--- src/hw/rtl/lrupr_pkg.sv ---
package lrupr_pkg;

    localparam int FRAMES_DEF    = 8;
    localparam int PAGE_BITS_DEF = 16;

    localparam int FAULT_W = 32;
    localparam int CFG_W   = 4;

    localparam int APB_DW = 32;
    localparam int APB_AW = 1;

    localparam logic [APB_AW-1:0] ADDR_FRAMES_IN_USE = 1'b0;
    localparam logic [CFG_W-1:0]  FRAMES_IN_USE_RST  = 4'd8;

endpackage

--- src/hw/rtl/lru_page_replacement.sv ---
// channel  | handshake             | payload
// ---------+-----------------------+-----------------------------------------------
// in       | in_valid / in_stall   | page
// out      | out_valid / out_stall | hit, frame, evicted_valid, evicted_page,
//          |                       | fault_count
// cfg      | apb psel/penable      | frames_in_use at address 0
//
// one reference per clock unless a stalled result holds the pipe; a beat is captured in the
// input register and then moves on into the result register.
// the frame search, victim pick and rank update are combinational on the frame state.
// reset clears valid bits, ranks, fault count and the valid flags of both pipeline registers.
// a stalled result holds the input register; in_stall rises only when both are full.
module lru_page_replacement
    import lrupr_pkg::*;
#(
    parameter int  FRAMES    = FRAMES_DEF,
    parameter int  PAGE_BITS = PAGE_BITS_DEF,
    localparam int IDX_W     = (FRAMES > 1) ? $clog2(FRAMES) : 1
)
(
    input  logic                 clk,
    input  logic                 rst_n,

    input  logic                 in_valid,
    output logic                 in_stall,
    input  logic [PAGE_BITS-1:0] page,

    output logic                 out_valid,
    input  logic                 out_stall,
    output logic                 hit,
    output logic [IDX_W-1:0]     frame,
    output logic                 evicted_valid,
    output logic [PAGE_BITS-1:0] evicted_page,
    output logic [FAULT_W-1:0]   fault_count,

    input  logic                 psel,
    input  logic                 penable,
    input  logic                 pwrite,
    input  logic [APB_AW-1:0]    paddr,
    input  logic [APB_DW-1:0]    pwdata,
    output logic [APB_DW-1:0]    prdata,
    output logic                 pready
);

    logic [CFG_W-1:0]     frames_cfg_reg;

    logic                 s1_valid_reg;
    logic                 s1_valid_next;
    logic [PAGE_BITS-1:0] s1_page_reg;

    logic                 out_valid_reg;
    logic                 out_valid_next;
    logic                 hit_reg;
    logic [IDX_W-1:0]     frame_reg;
    logic                 evicted_valid_reg;
    logic [PAGE_BITS-1:0] evicted_page_reg;
    logic [FAULT_W-1:0]   fault_count_reg;

    logic                 advance;
    logic                 in_fire;

    logic                 c_hit;
    logic [IDX_W-1:0]     c_frame;
    logic                 c_evicted_valid;
    logic [PAGE_BITS-1:0] c_evicted_page;
    logic [FAULT_W-1:0]   c_fault_count;

    assign pready = 1'b1;

    always_ff @(posedge clk or negedge rst_n)
    begin
        if (!rst_n)
        begin
            frames_cfg_reg <= FRAMES_IN_USE_RST;
        end
        else if (psel && penable && pwrite && (paddr == ADDR_FRAMES_IN_USE))
        begin
            frames_cfg_reg <= pwdata[CFG_W-1:0];
        end
    end

    assign prdata = (paddr == ADDR_FRAMES_IN_USE) ? APB_DW'(frames_cfg_reg) : '0;

    // the input beat moves on whenever the result register is free or draining
    assign advance  = s1_valid_reg && !(out_valid_reg && out_stall);
    assign in_stall = s1_valid_reg && !advance;
    assign in_fire  = in_valid && !in_stall;

    always_comb
    begin
        s1_valid_next = s1_valid_reg;
        if (in_fire)
        begin
            s1_valid_next = 1'b1;
        end
        else if (advance)
        begin
            s1_valid_next = 1'b0;
        end
    end

    always_comb
    begin
        out_valid_next = out_valid_reg;
        if (advance)
        begin
            out_valid_next = 1'b1;
        end
        else if (!out_stall)
        begin
            out_valid_next = 1'b0;
        end
    end

    always_ff @(posedge clk or negedge rst_n)
    begin
        if (!rst_n)
        begin
            s1_valid_reg  <= 1'b0;
            out_valid_reg <= 1'b0;
        end
        else
        begin
            s1_valid_reg  <= s1_valid_next;
            out_valid_reg <= out_valid_next;
        end
    end

    always_ff @(posedge clk)
    begin
        if (in_fire)
        begin
            s1_page_reg <= page;
        end
        if (advance)
        begin
            hit_reg           <= c_hit;
            frame_reg         <= c_frame;
            evicted_valid_reg <= c_evicted_valid;
            evicted_page_reg  <= c_evicted_page;
            fault_count_reg   <= c_fault_count;
        end
    end

    lrupr_frames #(
        .FRAMES    (FRAMES),
        .PAGE_BITS (PAGE_BITS)
    ) u_frames (
        .clk           (clk),
        .rst_n         (rst_n),
        .step          (advance),
        .page          (s1_page_reg),
        .frames_cfg    (frames_cfg_reg),
        .hit           (c_hit),
        .frame         (c_frame),
        .evicted_valid (c_evicted_valid),
        .evicted_page  (c_evicted_page),
        .fault_count   (c_fault_count)
    );

    assign out_valid     = out_valid_reg;
    assign hit           = hit_reg;
    assign frame         = frame_reg;
    assign evicted_valid = evicted_valid_reg;
    assign evicted_page  = evicted_page_reg;
    assign fault_count   = fault_count_reg;

endmodule

--- src/hw/rtl/lrupr_frames.sv ---
module lrupr_frames
    import lrupr_pkg::*;
#(
    parameter int  FRAMES    = FRAMES_DEF,
    parameter int  PAGE_BITS = PAGE_BITS_DEF,
    localparam int IDX_W     = (FRAMES > 1) ? $clog2(FRAMES) : 1,
    localparam int CNT_W     = $clog2(FRAMES + 1)
)
(
    input  logic                 clk,
    input  logic                 rst_n,
    input  logic                 step,
    input  logic [PAGE_BITS-1:0] page,
    input  logic [CFG_W-1:0]     frames_cfg,
    output logic                 hit,
    output logic [IDX_W-1:0]     frame,
    output logic                 evicted_valid,
    output logic [PAGE_BITS-1:0] evicted_page,
    output logic [FAULT_W-1:0]   fault_count
);

    logic [PAGE_BITS-1:0] pages_reg [FRAMES];
    logic [FRAMES-1:0]    valid_reg;
    logic [FRAMES-1:0]    valid_next;
    logic [IDX_W-1:0]     rank_reg  [FRAMES];
    logic [IDX_W-1:0]     rank_next [FRAMES];
    logic [FAULT_W-1:0]   faults_reg;
    logic [FAULT_W-1:0]   faults_next;

    logic [CNT_W-1:0]     active_n;
    logic [FRAMES-1:0]    act_mask;
    logic [FRAMES-1:0]    live;
    logic [FRAMES-1:0]    match;
    logic [FRAMES-1:0]    empty;
    logic [IDX_W-1:0]     hit_idx;
    logic [IDX_W-1:0]     empty_idx;
    logic [IDX_W-1:0]     victim_idx;
    logic [IDX_W-1:0]     best_rank;
    logic [IDX_W-1:0]     sel;
    logic                 fresh;
    logic                 evict;
    logic [IDX_W:0]       old_rank;

    // zero acts as one frame, anything above the frame count is clipped
    always_comb
    begin
        if (frames_cfg == '0)
        begin
            active_n = CNT_W'(1);
        end
        else if (32'(frames_cfg) > FRAMES)
        begin
            active_n = CNT_W'(FRAMES);
        end
        else
        begin
            active_n = CNT_W'(frames_cfg);
        end
    end

    always_comb
    begin
        for (int f = 0; f < FRAMES; f++)
        begin
            act_mask[f] = (f < int'(active_n));
            live[f]     = valid_reg[f] && act_mask[f];
            match[f]    = live[f] && (pages_reg[f] == page);
            empty[f]    = !valid_reg[f] && act_mask[f];
        end
    end

    // lowest-numbered match and lowest-numbered empty frame
    always_comb
    begin
        hit_idx   = '0;
        empty_idx = '0;
        for (int f = FRAMES - 1; f >= 0; f--)
        begin
            if (match[f])
            begin
                hit_idx = IDX_W'(f);
            end
            if (empty[f])
            begin
                empty_idx = IDX_W'(f);
            end
        end
    end

    // oldest active frame, ties to the lower index
    always_comb
    begin
        victim_idx = '0;
        best_rank  = rank_reg[0];
        for (int f = 1; f < FRAMES; f++)
        begin
            if (act_mask[f] && (rank_reg[f] > best_rank))
            begin
                victim_idx = IDX_W'(f);
                best_rank  = rank_reg[f];
            end
        end
    end

    assign hit   = |match;
    assign fresh = !hit && (|empty);
    assign evict = !hit && !(|empty);

    always_comb
    begin
        if (hit)
        begin
            sel = hit_idx;
        end
        else if (fresh)
        begin
            sel = empty_idx;
        end
        else
        begin
            sel = victim_idx;
        end
    end

    // a newly filled frame is older than every other
    assign old_rank = fresh ? (IDX_W + 1)'(FRAMES) : {1'b0, rank_reg[sel]};

    always_comb
    begin
        valid_next = valid_reg;
        valid_next[sel] = 1'b1;
        for (int g = 0; g < FRAMES; g++)
        begin
            rank_next[g] = rank_reg[g];
            if ((IDX_W'(g) != sel) && live[g] && ({1'b0, rank_reg[g]} < old_rank)
                && (rank_reg[g] != IDX_W'(FRAMES - 1)))
            begin
                rank_next[g] = rank_reg[g] + 1'b1;
            end
        end
        rank_next[sel] = '0;
    end

    always_comb
    begin
        faults_next = faults_reg;
        if (!hit && (faults_reg != '1))
        begin
            faults_next = faults_reg + 1'b1;
        end
    end

    always_ff @(posedge clk or negedge rst_n)
    begin
        if (!rst_n)
        begin
            valid_reg  <= '0;
            faults_reg <= '0;
            for (int f = 0; f < FRAMES; f++)
            begin
                rank_reg[f] <= '0;
            end
        end
        else if (step)
        begin
            valid_reg  <= valid_next;
            faults_reg <= faults_next;
            for (int f = 0; f < FRAMES; f++)
            begin
                rank_reg[f] <= rank_next[f];
            end
        end
    end

    always_ff @(posedge clk)
    begin
        if (step && !hit)
        begin
            pages_reg[sel] <= page;
        end
    end

    assign frame         = sel;
    assign evicted_valid = evict;
    assign evicted_page  = evict ? pages_reg[victim_idx] : '0;
    assign fault_count   = faults_next;

endmodule

--- config.mk ---
export PLATFORM = sky130hd
export DESIGN_NAME = lru_page_replacement
export DESIGN_NICKNAME = d
export VERILOG_FILES = /design/src/hw/rtl/lrupr_pkg.sv /design/src/hw/rtl/lru_page_replacement.sv /design/src/hw/rtl/lrupr_frames.sv
export SDC_FILE = /design/constraint.sdc
export NUM_CORES = 1
export LEC_CHECK = 0
export ABC_AREA = 0
export BUFFER_PORTS_ARGS = -buffer_cell sky130_fd_sc_hd__buf_4
export CORE_UTILIZATION = 26
export DETAILED_ROUTE_END_ITERATION = 10
export PLACE_DENSITY_LB_ADDON = 0.05
export SETUP_SLACK_MARGIN = 0.2
export SKIP_LAST_GASP = 1
export SYNTH_ARGS = -nofsm -noshare
export SYNTH_HDL_FRONTEND = slang
export SYNTH_HIERARCHICAL = 1
export SYNTH_SLANG_ARGS = --single-unit
--- constraint.sdc ---
create_clock -name clk -period 18.9 [get_ports clk]
set_input_delay 1.89 -clock clk [delete_from_list [all_inputs] [get_ports clk]]
set_output_delay 1.89 -clock clk [all_outputs]
set_load 0.02 [all_outputs]
==> results by group <==
Status
  • Status: finished, final reports clean

Synth
  • Post-synthesis cell count: 1313
  • Leading area contributor after synthesis: edfxtp_1
  • Top post-synthesis cells by area: edfxtp_1 (40%), dfrtp_1 (12%), xor2_1 (6.0%)
  • Register area share after synthesis: 51.2%
  • Cell Area, Synth: 15000 µm²
  • Post-synth cell types: 81
  • Ys Warns: 6
  • Syn Area/Cell: 11.4 µm²
  • Synth top area share: 39.5%
  • EDFF count, synth: 197
  • Flops & latches, synth: 267
  • Most used DFF post-synth: edfxtp_1
  • Post-synthesis async set-or-reset flop share: 26.2%

Critical path
  • CP max stage delay: 810 ps
  • Crit Path Class: reg -> reg
  • CP Capture Type: flip-flop
  • CP Launch Type: flip-flop
  • Crit-path most repeated cell: ha_1
  • Max FO, Critical Path: 28
  • Critical path's slowest cell: a311oi_1
  • Reg2Reg Depth: 57
  • Critical path required time: 19320 ps
  • Arrival time worst endpoint: 15520 ps

Global route
  • GRT Util Overall: 15.8%
  • Initial antenna violation count: 1
  • Largest net degree at the start of global routing: 65
  • First-pass GRT wire length: 69100 µm
  • Total congestion overflow: 0
  • Vias in the first global route: 10500

Timing
  • Post-Route Setup TNS: 0 ps
  • RSZ-0062 raised after global routing: false
  • Final Skew: 17.0 ps
  • Relative slew margins: 33.0%
  • Worst Tran Pin Value: 998 ps
  • Achievable Freq: 66.2 MHz
  • Final Max Slew Viols: 0
  • Fin crit share: 79.9%
  • Final worst path period need: 15110 ps
  • Final setup vio count: 0
  • Final hold violations: 0

Placement
  • Final GP Congestion: 0.812
  • Port-buffer cells: 86
  • Post-DP HPWL: 32100 µm

Final layout
  • Area Overhead vs Synth: 16.7%
  • Commonest non-fill, non-tap cell in the layout: edfxtp_1
  • Most frequent cells in the layout: edfxtp_1 (197), xor2_1 (103), buf_4 (102)
  • Ant diodes: 0
  • Share of cells above drive strength 1: 14.4%
  • Final #Nets: 1495
  • Max FFs per register: 128

Clocking
  • CTS buffer count: 36
  • Clock-pin slew on the worst setup and hold paths: 60 ps
  • Latest clock arrival within the worst-skew pair: 550 ps
  • Clock sinks: 267
  • CTS H-tree lvls: 2
  • # hold bufs at CTS: 0
  • Post-CTS setup buffers: 0
  • CTS tree: yes
  • Clk buf depth: 3
  • Cts repair resizes: 0
  • Root Buffer: clkbuf_16

Floorplan
  • Die H: 242 µm
  • Num ports: 144
  • Die area: 58500 µm²
  • Initial Utilization: 26.4%
  • CORE AREA: 56600 µm²
  • Die Width: 242 µm
  • Rows: 87

Routing
  • Wire per inst: 21.5 µm
  • Post-route ant nets: 0
  • Pre-antenna DRT Iters: 5
  • Via Count: 10400
  • Initial detailed-routing violation count: 444
  • Vias/cell: 4.77
  • Post-route DRC: 0
  • Final wirelength: 46800 µm

Hold path
  • Worst hold path class: reg -> reg
  • Hold path depth: 1

Run
  • Max-Cap Viols: 0
[layout make-up]
class | count | area, µm²
Tap cell | 756 | 946
Multi-Input combinational cell | 961 | 6890
Inverter | 25 | 93.8
Clock inverter | 13 | 128
Fill cell | 5868 | 39100
Timing Repair Buffer | 102 | 766
Sequential cell | 267 | 7670
Clock buffer | 52 | 971
[per-stage QoR]
step / hold WS, ps / setup slack, ps / instance area [µm²] / instances / utilization, %
finish: 481 / 3790 / 17500 / 2176 / 30.9
global route: 514 / 2710 / 17500 / 2176 / 30.9
CTS: 484 / 3860 / 17500 / 2176 / 30.9
detailed placement: 469 / 3960 / 16400 / 2111 / 28.9
global placement: 459 / 4020 / 16400 / 2111 / 28.9
floorplan: 435 / 6560 / 15100 / 1340 / -
[per-layer routing]
metal	vias up	track usage [%]	routed length [µm]
met5	-	0	0
met4	0	4.99	1200
met3	62	2.41	1630
met2	198	27.1	23000
met1	5144	20.3	20900
li1	4985	-	-
[logic make-up after synthesis]
family | Yosys count | synth area share (%)
simple gates | 380 | 13.3
flops | 267 | 51.2
compound gates | 263 | 12.9
xor+xnor | 189 | 11.1
buf+inv | 112 | 3.90
mux | 53 | 3.65
fa+ha+maj | 47 | 3.91
other cells | 2 | 0.0502
[critical path: cells and delay by family (launching register included)]
family / cells / cell delay, ps
buffers and inverters: 1 / 200
multiplexers: 5 / 1560
flip-flops: 1 / 510
adder cells (fa/ha/maj): 9 / 2840
AND/OR/NAND/NOR: 16 / 2770
AO/OA/AOI/OAI: 26 / 7100
[path summary, 6_finish.rpt]
kind	slack, ps	to	start
setup / recovery	3790	u_frames/rank_reg[3]$_DFFE_PN0P_	u_frames/rank_reg[23]$_DFFE_PN0P_
hold / removal	480	u_frames/valid_reg[3]$_DFFE_PN0P_	u_frames/valid_reg[3]$_DFFE_PN0P_
setup reg to reg	3790	u_frames/rank_reg[3]$_DFFE_PN0P_	u_frames/rank_reg[23]$_DFFE_PN0P_
hold reg to reg	480	u_frames/valid_reg[3]$_DFFE_PN0P_	u_frames/valid_reg[3]$_DFFE_PN0P_
max in group asynchronous	16640	u_frames/faults_reg[8]$_DFFE_PN0P_	rst_n
min in group asynchronous	1230	u_frames/rank_reg[20]$_DFFE_PN0P_	rst_n
[cells in the mapped netlist, types with 4 or more instances]
library cell and instances:
buf_1 4, inv_1 24, o2111ai_2 5, and2_1 9, or2_2 6, or3_1 4
o21a_1 8, edfxtp_1 197, buf_4 29, nor2_1 85, and3_1 13, buf_2 20
nand2_1 74, a31oi_1 10, a21o_1 11, nor4_1 30, buf_6 4, and2b_2 4
a211oi_1 38, nand3_1 39, and4_1 8, mux2_2 13, a31o_1 5, nor2b_1 42
xnor2_1 86, a21oi_1 68, nand4_1 22, clkbuf_1 30, a32o_1 12, o31a_1 4
nand2b_1 14, mux2i_1 40, o21ai_0 27, nor3_1 20, dfrtp_1 69, a21boi_0 4
xor2_1 103, o211ai_1 6, ha_1 46, a22o_1 19
Power is not shown: default switching activity piles up to over one toggle a cycle in this logic, so the estimate is an artifact.
